**src/sv/ppr_pkg.sv**
```systemverilog
// shared types and constants of the proxy pdu reassembler
package ppr_pkg;

  localparam int BUF_BYTES   = 64;
  localparam int ADDR_W      = $clog2(BUF_BYTES);
  localparam int CNT_W       = $clog2(BUF_BYTES + 1);
  localparam int LEN_W       = 7;
  localparam int TYPE_W      = 6;
  localparam int TIMER_W     = 32;
  localparam int QUEUE_DEPTH = 2;

  localparam logic [TIMER_W-1:0] TIMEOUT_RESET = 32'd20000;

  typedef enum logic [1:0] {
    SAR_WHOLE  = 2'd0,
    SAR_START  = 2'd1,
    SAR_MIDDLE = 2'd2,
    SAR_END    = 2'd3
  } sar_t;

  typedef enum logic [1:0] {
    MODE_AWAIT   = 2'd0,
    MODE_COLLECT = 2'd1,
    MODE_SKIP    = 2'd2
  } mode_t;

  typedef enum logic [2:0] {
    ST_OK               = 3'd0,
    ST_COMPLETE_PENDING = 3'd1,
    ST_FIRST_PENDING    = 3'd2,
    ST_CONT_NO_START    = 3'd3,
    ST_LAST_NO_START    = 3'd4,
    ST_TYPE_MISMATCH    = 3'd5,
    ST_OVERFLOW         = 3'd6,
    ST_TIMEOUT          = 3'd7
  } status_t;

  typedef enum logic [1:0] {
    BK_IDLE  = 2'd0,
    BK_ISSUE = 2'd1,
    BK_WAIT  = 2'd2
  } back_state_t;

  // one job for the back end: a status report or a message drain
  typedef struct packed {
    logic              is_drain;
    status_t           status;
    logic [TYPE_W-1:0] pdu_type;
    logic [LEN_W-1:0]  len;
  } cmd_t;

endpackage

```
**src/sv/proxy_pdu_reassembler_core.sv**
```systemverilog
// top level of the proxy pdu reassembler
//
//  channel  handshake              beat contents
//  -------  ---------------------  ------------------------------------------
//  input    push / full            req_type, data_byte, seg_first, seg_last
//  result   pop / empty            kind, status, pdu_type, out_byte, msg_len,
//                                  last_of_run
//  config   cfg_valid / cfg_ready  cfg_data (timeout_ticks, 32 bit)
//
// an input beat's status report passes through the command queue and then the
// output register before it reaches the result ports. a completed message goes
// through the command queue, then drains byte by byte, each byte taking a read
// issue and then an output register load once the result slot is free; input
// stays full until the last byte is loaded.
// reset is synchronous; no clearing pass is needed.
// a stalled result side backs up into the command queue and then into full.
module proxy_pdu_reassembler_core (
  input  logic                        clk,
  input  logic                        rst,
  // input queue side
  input  logic                        push,
  output logic                        full,
  input  logic                        req_type,
  input  logic [7:0]                  data_byte,
  input  logic                        seg_first,
  input  logic                        seg_last,
  // result queue side
  output logic                        empty,
  input  logic                        pop,
  output logic                        kind,
  output logic [2:0]                  status,
  output logic [ppr_pkg::TYPE_W-1:0]  pdu_type,
  output logic [7:0]                  out_byte,
  output logic [ppr_pkg::LEN_W-1:0]   msg_len,
  output logic                        last_of_run,
  // timeout register write
  input  logic                        cfg_valid,
  output logic                        cfg_ready,
  input  logic [ppr_pkg::TIMER_W-1:0] cfg_data
);
  import ppr_pkg::*;

  // front to queue
  logic              q_wr;
  cmd_t              q_wr_cmd;
  logic              q_full;
  // queue to back
  logic              q_rd;
  cmd_t              q_head;
  logic              q_empty;
  // payload ram ports
  logic              ram_we;
  logic [ADDR_W-1:0] ram_waddr;
  logic [7:0]        ram_wdata;
  logic              ram_re;
  logic [ADDR_W-1:0] ram_raddr;
  logic [7:0]        ram_rdata;
  // back tells front the store is free again
  logic              drain_done;

  // classifies each beat, keeps framing and timer state, writes payload
  ppr_front u_front (
    .clk        (clk),
    .rst        (rst),
    .push       (push),
    .full       (full),
    .req_type   (req_type),
    .data_byte  (data_byte),
    .seg_first  (seg_first),
    .seg_last   (seg_last),
    .cfg_valid  (cfg_valid),
    .cfg_ready  (cfg_ready),
    .cfg_data   (cfg_data),
    .q_full     (q_full),
    .q_wr       (q_wr),
    .q_cmd      (q_wr_cmd),
    .drain_done (drain_done),
    .ram_we     (ram_we),
    .ram_waddr  (ram_waddr),
    .ram_wdata  (ram_wdata)
  );

  // at most one job per input beat goes in here
  ppr_cmd_queue u_queue (
    .clk    (clk),
    .rst    (rst),
    .wr_en  (q_wr),
    .wr_cmd (q_wr_cmd),
    .rd_en  (q_rd),
    .rd_cmd (q_head),
    .full   (q_full),
    .empty  (q_empty)
  );

  // message payload; entries below the fill count are the only ones read
  ppr_ram #(
    .WIDTH (8),
    .DEPTH (BUF_BYTES)
  ) u_payload_ram (
    .clk   (clk),
    .we    (ram_we),
    .waddr (ram_waddr),
    .wdata (ram_wdata),
    .re    (ram_re),
    .raddr (ram_raddr),
    .rdata (ram_rdata)
  );

  // expands jobs into result beats
  ppr_back u_back (
    .clk         (clk),
    .rst         (rst),
    .q_empty     (q_empty),
    .q_head      (q_head),
    .q_rd        (q_rd),
    .ram_re      (ram_re),
    .ram_raddr   (ram_raddr),
    .ram_rdata   (ram_rdata),
    .drain_done  (drain_done),
    .empty       (empty),
    .pop         (pop),
    .kind        (kind),
    .status      (status),
    .pdu_type    (pdu_type),
    .out_byte    (out_byte),
    .msg_len     (msg_len),
    .last_of_run (last_of_run)
  );

endmodule

```
**src/sv/ppr_ram.sv**
```systemverilog
// generic single write port ram with registered read
module ppr_ram #(
  parameter int WIDTH = 8,
  parameter int DEPTH = 64
) (
  input  logic                     clk,
  input  logic                     we,
  input  logic [$clog2(DEPTH)-1:0] waddr,
  input  logic [WIDTH-1:0]         wdata,
  input  logic                     re,
  input  logic [$clog2(DEPTH)-1:0] raddr,
  output logic [WIDTH-1:0]         rdata
);

  logic [WIDTH-1:0] mem [DEPTH];

  always_ff @(posedge clk) begin
    if (we) begin
      mem[waddr] <= wdata;
    end
    if (re) begin
      rdata <= mem[raddr];
    end
  end

endmodule

```
**src/sv/ppr_cmd_queue.sv**
```systemverilog
// short command queue between the front and back ends
module ppr_cmd_queue (
  input  logic          clk,
  input  logic          rst,
  input  logic          wr_en,
  input  ppr_pkg::cmd_t wr_cmd,
  input  logic          rd_en,
  output ppr_pkg::cmd_t rd_cmd,
  output logic          full,
  output logic          empty
);
  import ppr_pkg::*;

  localparam int PTR_W = (QUEUE_DEPTH > 1) ? $clog2(QUEUE_DEPTH) : 1;
  localparam int CNT_QW = $clog2(QUEUE_DEPTH + 1);

  cmd_t              entries [QUEUE_DEPTH];
  logic [PTR_W-1:0]  wr_ptr;
  logic [PTR_W-1:0]  rd_ptr;
  logic [CNT_QW-1:0] count;
  logic              do_wr;
  logic              do_rd;

  assign full   = (count == CNT_QW'(QUEUE_DEPTH));
  assign empty  = (count == '0);
  assign do_wr  = wr_en && !full;
  assign do_rd  = rd_en && !empty;
  assign rd_cmd = entries[rd_ptr];

  always_ff @(posedge clk) begin
    if (rst) begin
      wr_ptr <= '0;
      rd_ptr <= '0;
      count  <= '0;
    end else begin
      if (do_wr) begin
        wr_ptr <= (wr_ptr == PTR_W'(QUEUE_DEPTH - 1)) ? '0 : wr_ptr + PTR_W'(1);
      end
      if (do_rd) begin
        rd_ptr <= (rd_ptr == PTR_W'(QUEUE_DEPTH - 1)) ? '0 : rd_ptr + PTR_W'(1);
      end
      if (do_wr && !do_rd) begin
        count <= count + CNT_QW'(1);
      end else if (do_rd && !do_wr) begin
        count <= count - CNT_QW'(1);
      end
    end
  end

  always_ff @(posedge clk) begin
    if (do_wr) begin
      entries[wr_ptr] <= wr_cmd;
    end
  end

endmodule

```
**src/sv/ppr_front.sv**
```systemverilog
// front end: framing, sequence checks, timer and payload store writes
module ppr_front (
  input  logic                       clk,
  input  logic                       rst,
  input  logic                       push,
  output logic                       full,
  input  logic                       req_type,
  input  logic [7:0]                 data_byte,
  input  logic                       seg_first,
  input  logic                       seg_last,
  input  logic                       cfg_valid,
  output logic                       cfg_ready,
  input  logic [ppr_pkg::TIMER_W-1:0] cfg_data,
  input  logic                       q_full,
  output logic                       q_wr,
  output ppr_pkg::cmd_t              q_cmd,
  input  logic                       drain_done,
  output logic                       ram_we,
  output logic [ppr_pkg::ADDR_W-1:0] ram_waddr,
  output logic [7:0]                 ram_wdata
);
  import ppr_pkg::*;

  logic [TIMER_W-1:0] timeout_ticks;
  logic [CNT_W-1:0]   fill_count, fill_count_next;
  logic [TYPE_W-1:0]  pending_type, pending_type_next;
  sar_t               segment_sar, segment_sar_next;
  mode_t              segment_mode, segment_mode_next;
  logic [TIMER_W-1:0] timer_count, timer_count_next;
  logic               timer_armed, timer_armed_next;
  logic               drain_busy;

  logic               accept;
  logic               pending;
  logic [TIMER_W-1:0] limit;
  logic [TIMER_W-1:0] count_inc;
  sar_t               hdr_sar;
  logic [TYPE_W-1:0]  hdr_type;
  status_t            err;

  assign cfg_ready = 1'b1;
  assign full      = q_full || drain_busy;
  assign accept    = push && !full;
  assign pending   = (fill_count != '0);
  assign limit     = (timeout_ticks == '0) ? TIMER_W'(1) : timeout_ticks;
  assign count_inc = (timer_count == '1) ? timer_count : timer_count + TIMER_W'(1);
  assign hdr_sar   = sar_t'(data_byte[7:6]);
  assign hdr_type  = data_byte[TYPE_W-1:0];
  assign ram_waddr = fill_count[ADDR_W-1:0];
  assign ram_wdata = data_byte;

  always_comb begin
    case (hdr_sar)
      SAR_WHOLE: err = pending ? ST_COMPLETE_PENDING : ST_OK;
      SAR_START: err = pending ? ST_FIRST_PENDING : ST_OK;
      default: begin
        if (!pending) begin
          err = (hdr_sar == SAR_MIDDLE) ? ST_CONT_NO_START : ST_LAST_NO_START;
        end else if (pending_type != hdr_type) begin
          err = ST_TYPE_MISMATCH;
        end else begin
          err = ST_OK;
        end
      end
    endcase
  end

  always_comb begin
    fill_count_next   = fill_count;
    pending_type_next = pending_type;
    segment_sar_next  = segment_sar;
    segment_mode_next = segment_mode;
    timer_count_next  = timer_count;
    timer_armed_next  = timer_armed;
    q_wr              = 1'b0;
    q_cmd.is_drain    = 1'b0;
    q_cmd.status      = ST_OK;
    q_cmd.pdu_type    = pending_type;
    q_cmd.len         = '0;
    ram_we            = 1'b0;

    if (accept) begin
      if (req_type) begin
        // timer tick
        if (timer_armed) begin
          if (count_inc >= limit) begin
            q_wr              = 1'b1;
            q_cmd.status      = ST_TIMEOUT;
            fill_count_next   = '0;
            timer_armed_next  = 1'b0;
            timer_count_next  = '0;
            if (segment_mode == MODE_COLLECT) begin
              segment_mode_next = MODE_SKIP;
            end
          end else begin
            timer_count_next = count_inc;
          end
        end
      end else begin
        if (seg_first) begin
          if (err != ST_OK) begin
            q_wr              = 1'b1;
            q_cmd.status      = err;
            q_cmd.pdu_type    = hdr_type;
            segment_mode_next = MODE_SKIP;
          end else begin
            segment_mode_next = MODE_COLLECT;
            segment_sar_next  = hdr_sar;
            if (hdr_sar == SAR_WHOLE || hdr_sar == SAR_START) begin
              pending_type_next = hdr_type;
            end
            if (hdr_sar == SAR_START || hdr_sar == SAR_MIDDLE) begin
              timer_armed_next = 1'b1;
              timer_count_next = '0;
            end else if (hdr_sar == SAR_END) begin
              timer_armed_next = 1'b0;
              timer_count_next = '0;
            end
          end
        end else if (segment_mode == MODE_COLLECT) begin
          if (fill_count >= CNT_W'(BUF_BYTES)) begin
            q_wr              = 1'b1;
            q_cmd.status      = ST_OVERFLOW;
            fill_count_next   = '0;
            timer_armed_next  = 1'b0;
            timer_count_next  = '0;
            segment_mode_next = MODE_SKIP;
          end else begin
            ram_we          = 1'b1;
            fill_count_next = fill_count + CNT_W'(1);
          end
        end

        if (seg_last) begin
          if (segment_mode_next == MODE_COLLECT &&
              (segment_sar_next == SAR_WHOLE || segment_sar_next == SAR_END)) begin
            q_wr            = 1'b1;
            q_cmd.is_drain  = 1'b1;
            q_cmd.pdu_type  = pending_type_next;
            q_cmd.len       = LEN_W'(fill_count_next);
            fill_count_next = '0;
          end
          segment_mode_next = MODE_AWAIT;
        end
      end
    end
  end

  always_ff @(posedge clk) begin
    if (rst) begin
      timeout_ticks <= TIMEOUT_RESET;
      fill_count    <= '0;
      pending_type  <= '0;
      segment_sar   <= SAR_WHOLE;
      segment_mode  <= MODE_AWAIT;
      timer_count   <= '0;
      timer_armed   <= 1'b0;
      drain_busy    <= 1'b0;
    end else begin
      if (cfg_valid && cfg_ready) begin
        timeout_ticks <= cfg_data;
      end
      fill_count   <= fill_count_next;
      pending_type <= pending_type_next;
      segment_sar  <= segment_sar_next;
      segment_mode <= segment_mode_next;
      timer_count  <= timer_count_next;
      timer_armed  <= timer_armed_next;
      // store is locked until the back end has read out the message
      if (q_wr && q_cmd.is_drain) begin
        drain_busy <= 1'b1;
      end else if (drain_done) begin
        drain_busy <= 1'b0;
      end
    end
  end

endmodule

```
**src/sv/ppr_back.sv**
```systemverilog
// back end: turns queued jobs into result beats through an output register
module ppr_back (
  input  logic                        clk,
  input  logic                        rst,
  input  logic                        q_empty,
  input  ppr_pkg::cmd_t               q_head,
  output logic                        q_rd,
  output logic                        ram_re,
  output logic [ppr_pkg::ADDR_W-1:0]  ram_raddr,
  input  logic [7:0]                  ram_rdata,
  output logic                        drain_done,
  output logic                        empty,
  input  logic                        pop,
  output logic                        kind,
  output logic [2:0]                  status,
  output logic [ppr_pkg::TYPE_W-1:0]  pdu_type,
  output logic [7:0]                  out_byte,
  output logic [ppr_pkg::LEN_W-1:0]   msg_len,
  output logic                        last_of_run
);
  import ppr_pkg::*;

  back_state_t       state, state_next;
  logic [ADDR_W-1:0] idx;
  logic [TYPE_W-1:0] cur_type;
  logic [LEN_W-1:0]  cur_len;
  logic              out_valid;

  logic              slot_free;
  logic              run_end;
  logic              start_run;
  logic              load;
  logic              ld_kind;
  status_t           ld_status;
  logic [TYPE_W-1:0] ld_type;
  logic [7:0]        ld_byte;
  logic [LEN_W-1:0]  ld_len;
  logic              ld_last;

  assign slot_free = !out_valid || pop;
  assign run_end   = ((LEN_W'(idx) + LEN_W'(1)) == cur_len);
  assign start_run = !q_empty && q_head.is_drain && (q_head.len != '0);
  assign ram_raddr = idx;
  assign empty     = !out_valid;

  always_comb begin
    case (state)
      BK_IDLE:  state_next = start_run ? BK_ISSUE : BK_IDLE;
      BK_ISSUE: state_next = BK_WAIT;
      BK_WAIT: begin
        if (slot_free) begin
          state_next = run_end ? BK_IDLE : BK_ISSUE;
        end else begin
          state_next = BK_WAIT;
        end
      end
      default:  state_next = BK_IDLE;
    endcase
  end

  always_comb begin
    q_rd       = 1'b0;
    ram_re     = 1'b0;
    drain_done = 1'b0;
    load       = 1'b0;
    ld_kind    = 1'b0;
    ld_status  = ST_OK;
    ld_type    = cur_type;
    ld_byte    = '0;
    ld_len     = '0;
    ld_last    = 1'b1;
    case (state)
      BK_IDLE: begin
        if (start_run) begin
          q_rd = 1'b1;
        end else if (!q_empty && slot_free) begin
          // status report or empty message: a single beat
          q_rd       = 1'b1;
          load       = 1'b1;
          ld_kind    = q_head.is_drain;
          ld_status  = q_head.status;
          ld_type    = q_head.pdu_type;
          drain_done = q_head.is_drain;
        end
      end
      BK_ISSUE: begin
        ram_re = 1'b1;
      end
      BK_WAIT: begin
        if (slot_free) begin
          load       = 1'b1;
          ld_kind    = 1'b1;
          ld_byte    = ram_rdata;
          ld_len     = cur_len;
          ld_last    = run_end;
          drain_done = run_end;
        end
      end
      default: begin
        load = 1'b0;
      end
    endcase
  end

  always_ff @(posedge clk) begin
    if (rst) begin
      state     <= BK_IDLE;
      out_valid <= 1'b0;
    end else begin
      state <= state_next;
      if (load) begin
        out_valid <= 1'b1;
      end else if (pop) begin
        out_valid <= 1'b0;
      end
    end
  end

  always_ff @(posedge clk) begin
    if (state == BK_IDLE && start_run) begin
      idx      <= '0;
      cur_type <= q_head.pdu_type;
      cur_len  <= q_head.len;
    end else if (state == BK_WAIT && slot_free && !run_end) begin
      idx <= idx + ADDR_W'(1);
    end
    if (load) begin
      kind        <= ld_kind;
      status      <= ld_status;
      pdu_type    <= ld_type;
      out_byte    <= ld_byte;
      msg_len     <= ld_len;
      last_of_run <= ld_last;
    end
  end

endmodule

```
**config.mk**
```make
export PLATFORM = sky130hd
export DESIGN_NAME = proxy_pdu_reassembler_core
export DESIGN_NICKNAME = d
export VERILOG_FILES = /design/src/sv/ppr_pkg.sv /design/src/sv/proxy_pdu_reassembler_core.sv /design/src/sv/ppr_ram.sv /design/src/sv/ppr_cmd_queue.sv /design/src/sv/ppr_front.sv /design/src/sv/ppr_back.sv
export SDC_FILE = /design/constraint.sdc
export NUM_CORES = 1
export LEC_CHECK = 0
export BUFFER_PORTS_ARGS = -buffer_cell sky130_fd_sc_hd__buf_2
export CORE_MARGIN = 3
export CORE_UTILIZATION = 55
export CTS_CLUSTER_SIZE = 28
export DETAILED_ROUTE_END_ITERATION = 12
export PLACE_DENSITY = 0.72
export SLEW_MARGIN = 20
export SYNTH_ARGS = -nofsm -noshare
export SYNTH_HDL_FRONTEND = slang
export SYNTH_SLANG_ARGS = --single-unit
```
**constraint.sdc**
```tcl
create_clock -name clk -period 12.1 [get_ports clk]
set_input_delay 1.21 -clock clk [delete_from_list [all_inputs] [get_ports clk]]
set_output_delay 1.21 -clock clk [all_outputs]
set_load 0.01 [all_outputs]
```
==> results.md, run 1 <==
* Antenna violations before repair at 1
* Final hold viol count at 0
* Critical path peak fanout at 51
* Die H at 237 um
* Clock power frac at 39.0%
* Placed Instances at 2460
* Area leader, netlist: edfxtp_1
* Commonest cells post-synth: 593 x edfxtp_1, 168 x mux4_2, 147 x nor2_1, 97 x dfxtp_1, 75 x nand2_1
* WHS at 0.484 ns
* Die footprint at 55900 um^2
* Ratio of cells with drive above 1 in the final layout at 22.2%
* TNS Setup at 0 ns
* Count of final setup violators at 0
* TritonCTS Sinks at 690
* All-Layer GR Usage at 23.5%
* Crit path capture type: register
* Die X at 237 um
* Most numerous cell in the Yosys netlist: edfxtp_1
* CTS tree: built
* Worst slew margin at 34.8%
* Layout area overhead at 12.0%
* FFs w/ async S/R, synth at 0%
* Fin cells at 2588
* FF/Latch Area at 19800 um^2
* Final nets at 1944
* Register area share after synthesis at 67.6%
* Post-route ant nets at 0
* RePlAce Congestion at 0.838
* Final period util at 50.0%
* CTS Buf Count at 73
* Initial DRC Count at 1697
* Pleak at 10.7 nW
* Hold Path Class: reg -> reg
* Postcts setup bufs at 0
* # DRC at 0
* Crit path time final at 6.05 ns
* Core Box Area at 51900 um^2
* Mapped Cells at 1783
* Setup crit start kind: register
* Detailed-router iteration count before antenna repair at 7
* Clk root buf: clkbuf_16
* Resized cells post-CTS at 0
* Clock Pin Slew Worst Setup and Hold Paths at 0.06 ns
* Maxcap violations at 0
* RSZ-0062 raised after global routing: false
* Logic pwr share at 14.5%
* Post-route clock skew at 0.0219 ns
* Synth top area share at 60.9%
* Avg Inst Size Synth at 16.4 um^2
* CP Class: reg -> reg
* Vias at 16300
* Peak supply drop at 0.113 mV
* H-tree levels at 3
* Yosys Warn Count at 0
* Sequential Power Share at 46.5%
* Largest net degree at the start of global routing at 96
* Mapped cell area at 29200 um^2
* Main area contributors after synthesis: edfxtp_1 61%, mux4_2 13%, dfxtp_1 6.6%
* WL/cell at 25.3 um
* Io pins at 77
* First-pass GRT wire length at 99.8 mm
* Synth cell types at 79
* Switching Share at 23.9%
* Num rows at 83
* Filler cell count in the final layout at 3619
* Multi-input logic area at 8850 um^2
* Post-synth EDFFs at 593
* Post-synth top flop: edfxtp_1
* Initial Util at 56.3%
* Port buffer count at 75
* Number of global-route vias before repair at 16200
* Status: completed
* Remaining global-route overflow at 0
* Post-synth net total at 1872
* Pwr Density at 181 nW/um^2
* Critical Path AT at 6.28 ns
* Clock Path Buffers at 3
* Net Switching at 1.42 mW
* Slew @ Worst Pin at 0.976 ns
* DR vias/cell at 6.30
* Hold_buf cts at 0
* Ant diodes at 0
* Int Pwr at 4.51 mW
* Post-DP HPWL at 40.7 mm
* F_max at 165 MHz
* Clk_lat worst skew at 0.60 ns
* FF+latch count, synth at 690
* WL final at 65.6 mm
* Slew Limit Fails at 0
* WP data required at 12.32 ns
[worst paths after layout]
| path | from | to | slack, ns | cells past startpoint |
|---|---|---|---|---|
| min | u_front.timer_count[23]$_SDFFE_PP0P_ | u_front.timer_count[23]$_SDFFE_PP0P_ | 0.48 | 2 |
| max | u_front.timer_count[0]$_SDFFE_PP0P_ | u_queue.entries[1][8]$_DFFE_PP_ | 6.05 | 14 |
| max reg2reg | u_front.timer_count[0]$_SDFFE_PP0P_ | u_queue.entries[1][8]$_DFFE_PP_ | 6.05 | 14 |
| min reg2reg | u_front.timer_count[23]$_SDFFE_PP0P_ | u_front.timer_count[23]$_SDFFE_PP0P_ | 0.48 | 2 |
[kinds of logic after synthesis]
family	synth area share [%]
DFF	67.6
and+or+nand+nor	7.49
muxes	15.5
AOI/OAI and AO/OA	4.16
buffers and inverters	2.21
xor gates and xnor gates	1.29
adders and majority gates	1.75
other	0.0128
[per-layer routing]
layer | vias to the layer above | part of all wire [%] | routed length [um] | global-route usage (%)
met5 | - | 0 | 0 | 0
met4 | 0 | 2.7 | 1780 | 7.90
met3 | 112 | 8.2 | 5400 | 5.35
met2 | 699 | 47 | 31000 | 36.1
met1 | 8268 | 42 | 27400 | 33.9
li1 | 7221 | - | - | -
[worst max-delay path, cell delays in order (launching register included)]
cell       delay [ns]
dfxtp_1          0.45
ha_1             0.30
inv_1            0.10
nor4_1           0.82
nand3_1          0.59
nand4_1          0.35
xnor2_1          0.10
ha_1             0.31
nand2_1          0.05
or4_1            0.49
a2111oi_1        0.52
o31ai_4          0.13
buf_4            0.34
a221oi_4         0.43
and2_1           0.67
[flip-flops by register name (all words and copies together), names as in the netlist, 2 cells and up, named ones only]
register	cells
u_payload_ram.rdata	8
u_back.status	3
u_back.ram_raddr	6
u_front.segment_sar	2
u_front.timeout_ticks	32
u_front.fill_count	7
u_back.out_byte	8
u_back.cur_len	7
u_back.msg_len	7
u_back.pdu_type	6
u_front.pending_type	6
u_back.state	2
u_front.segment_mode	2
u_payload_ram.mem	512
u_queue.count	2
u_queue.entries	34
u_back.cur_type	6
u_front.timer_count	32
[per-stage QoR]
stage | instance area, um^2 | power, mW | setup WS [ns] | utilization [%]
floorplan | 29200 | 3.37 | 7.19 | -
global placement | 30200 | 3.66 | 6.35 | 58.2
detailed placement | 30200 | 3.67 | 6.22 | 58.2
CTS | 32700 | 5.97 | 6.20 | 63.1
global route | 32700 | 6.12 | 5.73 | 63.1
finish | 32700 | 5.93 | 6.05 | 63.1
[power groups by stage]
stage / Clock (mW) / Sequential (mW) / Combinational (mW)
after global placement: 0 / 2.80 / 0.850
after floorplan: 0 / 2.76 / 0.613
final: 2.31 / 2.75 / 0.860
after CTS: 2.35 / 2.76 / 0.868
after detailed placement: 0 / 2.81 / 0.862
after global routing: 2.44 / 2.77 / 0.915
[cell type report]
class / count / area share (%)
Inverter: 60 / 0.688
Multi-Input combinational cell: 933 / 27.0
Sequential cell: 690 / 60.3
Clock inverter: 36 / 1.43
Tap cell: 680 / 2.60
Clock buffer: 92 / 6.20
Timing Repair Buffer: 97 / 1.69
[placed cells by master, fill, tap and decap left out, types with 13 or more instances in the layout]
master | synthesis | routed
a21oi_1 | 39 | 39
a31oi_1 | 21 | 21
and3_1 | 30 | 30
buf_2 | 21 | 75
buf_4 | 1 | 21
clkbuf_16 | 0 | 75
dfxtp_1 | 97 | 93
edfxtp_1 | 593 | 593
ha_1 | 41 | 41
inv_1 | 59 | 59
mux2_2 | 20 | 20
mux2i_1 | 45 | 45
mux4_2 | 168 | 168
nand2_1 | 75 | 74
nand3_1 | 30 | 30
nand4_1 | 44 | 44
nor2_1 | 147 | 146
nor3_1 | 26 | 26
nor4_1 | 15 | 15
o211ai_1 | 14 | 14
o21ai_0 | 14 | 14
xnor2_1 | 30 | 30
xor2_1 | 13 | 13
No activity file was read; power rests on OpenSTA's default activity.
==> run 2: changes to the inputs <==
==> constraint.sdc (replaced) <==
create_clock -name clk -period 5.65 [get_ports clk]
set_input_delay 0.565 -clock clk [delete_from_list [all_inputs] [get_ports clk]]
set_output_delay 0.565 -clock clk [all_outputs]
set_load 0.01 [all_outputs]
==> run 2 against run 1 <==
Global-route usage grew 0.29 points. Core utilization shrank 0.29 points. Routed wire length is 1.1% higher. Non-clock buffer count is 10 higher. Largest cell class unchanged. Worst setup slack lost 5.6 ns. Final cell count increased by 0.35%. Final area is 0.46% lower. Flip-flop and latch count did not move. First-iteration DRC count down 5.4%. Sequential power rose by 110%. Fmax up 16%. Combinational power rose by 120%.
==> results.md, run 2 (synthesis results as in run 1) <==
* Status: completed
* Filler cell count in the final layout at 3609
* RePlAce Congestion at 0.852
* Hold Path Class: in -> reg
* DR vias/cell at 6.26
* Initial DRC Count at 1605
* Critical-path top delay cell: or4_1
* Final period util at 92.0%
* Detailed-router iteration count before antenna repair at 5
* Pre-CTS WS at 0.542 ns
* TritonCTS Sinks at 690
* Worst hold start: cfg_data[29]
* Final worst setup slack at 0.451 ns
* Peak supply drop at 0.243 mV
* Core Box Area at 51900 um^2
* Maxcap violations at 0
* Hold_buf cts at 0
* Count of final setup violators at 0
* Crit path capture type: register
* Vias at 16300
* Hold Path End: u_front.timeout_ticks[29]$_SDFFE_PP0P_
* Worst slew margin at 35.7%
* Post-route clock skew at 0.0315 ns
* Die X at 237 um
* Crit-path cells: nand4_1 > or3_1 > nor3_1 > nand3_1 > xnor2_1 > ha_1 > nand4_1 > or4_1 > a2111oi_1 > o31ai_4 > buf_4 > and2_0 > nor3_1
* Post-DP Area at 30300 um^2
* Resized cells post-CTS at 0
* Final nets at 1951
* Clk_lat worst skew at 0.61 ns
* Initial Util at 56.3%
* Num rows at 83
* CTS tree: built
* Layout area overhead at 11.5%
* Clock Path Buffers at 3
* Remaining global-route overflow at 0
* Clk root buf: clkbuf_16
* Hold Path Cell Cnt at 3
* WHS at 0.197 ns
* Critical Path AT at 5.60 ns
* Max reg flops at 512
* H-tree levels at 3
* Worst reg2reg endpoint: u_queue.entries[0][15]$_DFFE_PP_
* Post-route ant nets at 0
* Critical R2R Launch: u_front.timer_count[14]$_SDFFE_PP0P_
* Io pins at 77
* Number of global-route vias before repair at 16300
* Crit path time final at 5.20 ns
* Reg2reg setup slack at 0.45 ns
* R2R depth at 13
* Largest reg by FF count: u_payload_ram.mem
* WL final at 66.3 mm
* Setup crit start kind: register
* Final hold viol count at 0
* Die footprint at 55900 um^2
* Slew @ Worst Pin at 0.954 ns
* Worst stage delay on the critical path at 0.64 ns
* First-pass GRT wire length at 101 mm
* Delay-heaviest family, CP: simple AND/OR/NAND/NOR gates
* Top flop regs: u_payload_ram.mem: 512 flops, u_queue.entries: 34 flops
* Die H at 237 um
* # DRC at 0
* RSZ-0062 raised after global routing: false
* Commonest cells after routing, fill and taps aside: 593 x edfxtp_1, 168 x mux4_2, 146 x nor2_1
* WL/cell at 25.5 um
* WP data required at 6.05 ns
* Most common cell after layout, fill and taps aside: edfxtp_1
* Multi-input logic area at 8860 um^2
* Largest net degree at the start of global routing at 86
* Antenna violations before repair at 4
* Util after Layout at 62.8%
* Ratio of cells with drive above 1 in the final layout at 21.9%
* Design Area, Final at 32600 um^2
* All-Layer GR Usage at 23.8%
* TNS Setup at 0 ns
* Critical path peak fanout at 50
* Port buffer count at 75
* CTS Buf Count at 70
* F_max at 192 MHz
* Pwr Density at 377 nW/um^2
* Pleak at 10.6 nW
* CP Class: reg -> reg
* Post-DP HPWL at 41.2 mm
* FF/Latch Area at 19800 um^2
* Clock Pin Slew Worst Setup and Hold Paths at 0.06 ns
* Postcts setup bufs at 0
* Buf/Inv on CP at 1
* Slew Limit Fails at 0
run 2: changes by cell type in the layout (fill, tap and decap cells not counted), sizes merged:
cell | previous run | this run
diode | 0 | 1
bufinv | 11 | 6
clkbuf | 92 | 89
clkinvlp | 1 | 2
inv | 64 | 60
buf | 97 | 107
clkinv | 20 | 29
run 2: report_power, final:
group	total, mW	switching (mW)	internal [mW]
Sequential	5.90	0.173	5.72
Clock	4.52	1.88	2.64
Combinational	1.87	0.958	0.907
Total	12.3	3.01	9.27
run 2: metrics by stage:
stage	std cells	total power, mW
5_1_grt	2596	12.7
2_1_floorplan	1783	7.23
3_3_place_gp	2470	7.85
6_report	2597	12.3
4_1_cts	2596	12.4
3_5_place_dp	2470	7.88
run 2: layout make-up:
cell class | instances | area share [%]
multi-input cells | 933 | 27.2
well taps | 680 | 2.61
flip-flops and latches | 690 | 60.6
clock inverters | 37 | 1.10
repair buffers | 107 | 2.00
diodes | 1 | 0.00768
clock buffers | 89 | 5.79
inverters | 60 | 0.691
run 2: worst min-delay path, stage by stage:
cell and delay (ns):
buf_2 0.07, mux2i_1 0.06, nor2_1 0.07
run 2: routing by layer:
metal	vias to the layer above	wire length, um	track usage, %
met1	8243	26900	33.3
met4	6	2050	7.59
met2	670	31900	37.6
li1	7225	-	-
met3	113	5400	5.71
met5	-	40	0
run 2: worst max-delay path by stage:
stage	from	to	slack, ns	depth (start not counted)
2_1_floorplan	u_front.timer_count[14]$_SDFFE_PP0P_	u_queue.entries[0][0]$_DFFE_PP_	0.74	14
3_3_place_gp	u_front.timer_count[14]$_SDFFE_PP0P_	u_queue.count[1]$_SDFFE_PP0P_	0.62	14
3_5_place_dp	u_front.timer_count[14]$_SDFFE_PP0P_	u_queue.count[1]$_SDFFE_PP0P_	0.54	14
4_1_cts	u_front.timer_count[14]$_SDFFE_PP0P_	u_queue.count[1]$_SDFFE_PP0P_	0.53	14
5_1_grt	u_front.timer_count[14]$_SDFFE_PP0P_	u_queue.count[1]$_SDFFE_PP0P_	0.16	14
6_report	u_front.timer_count[14]$_SDFFE_PP0P_	u_queue.entries[0][15]$_DFFE_PP_	0.45	13
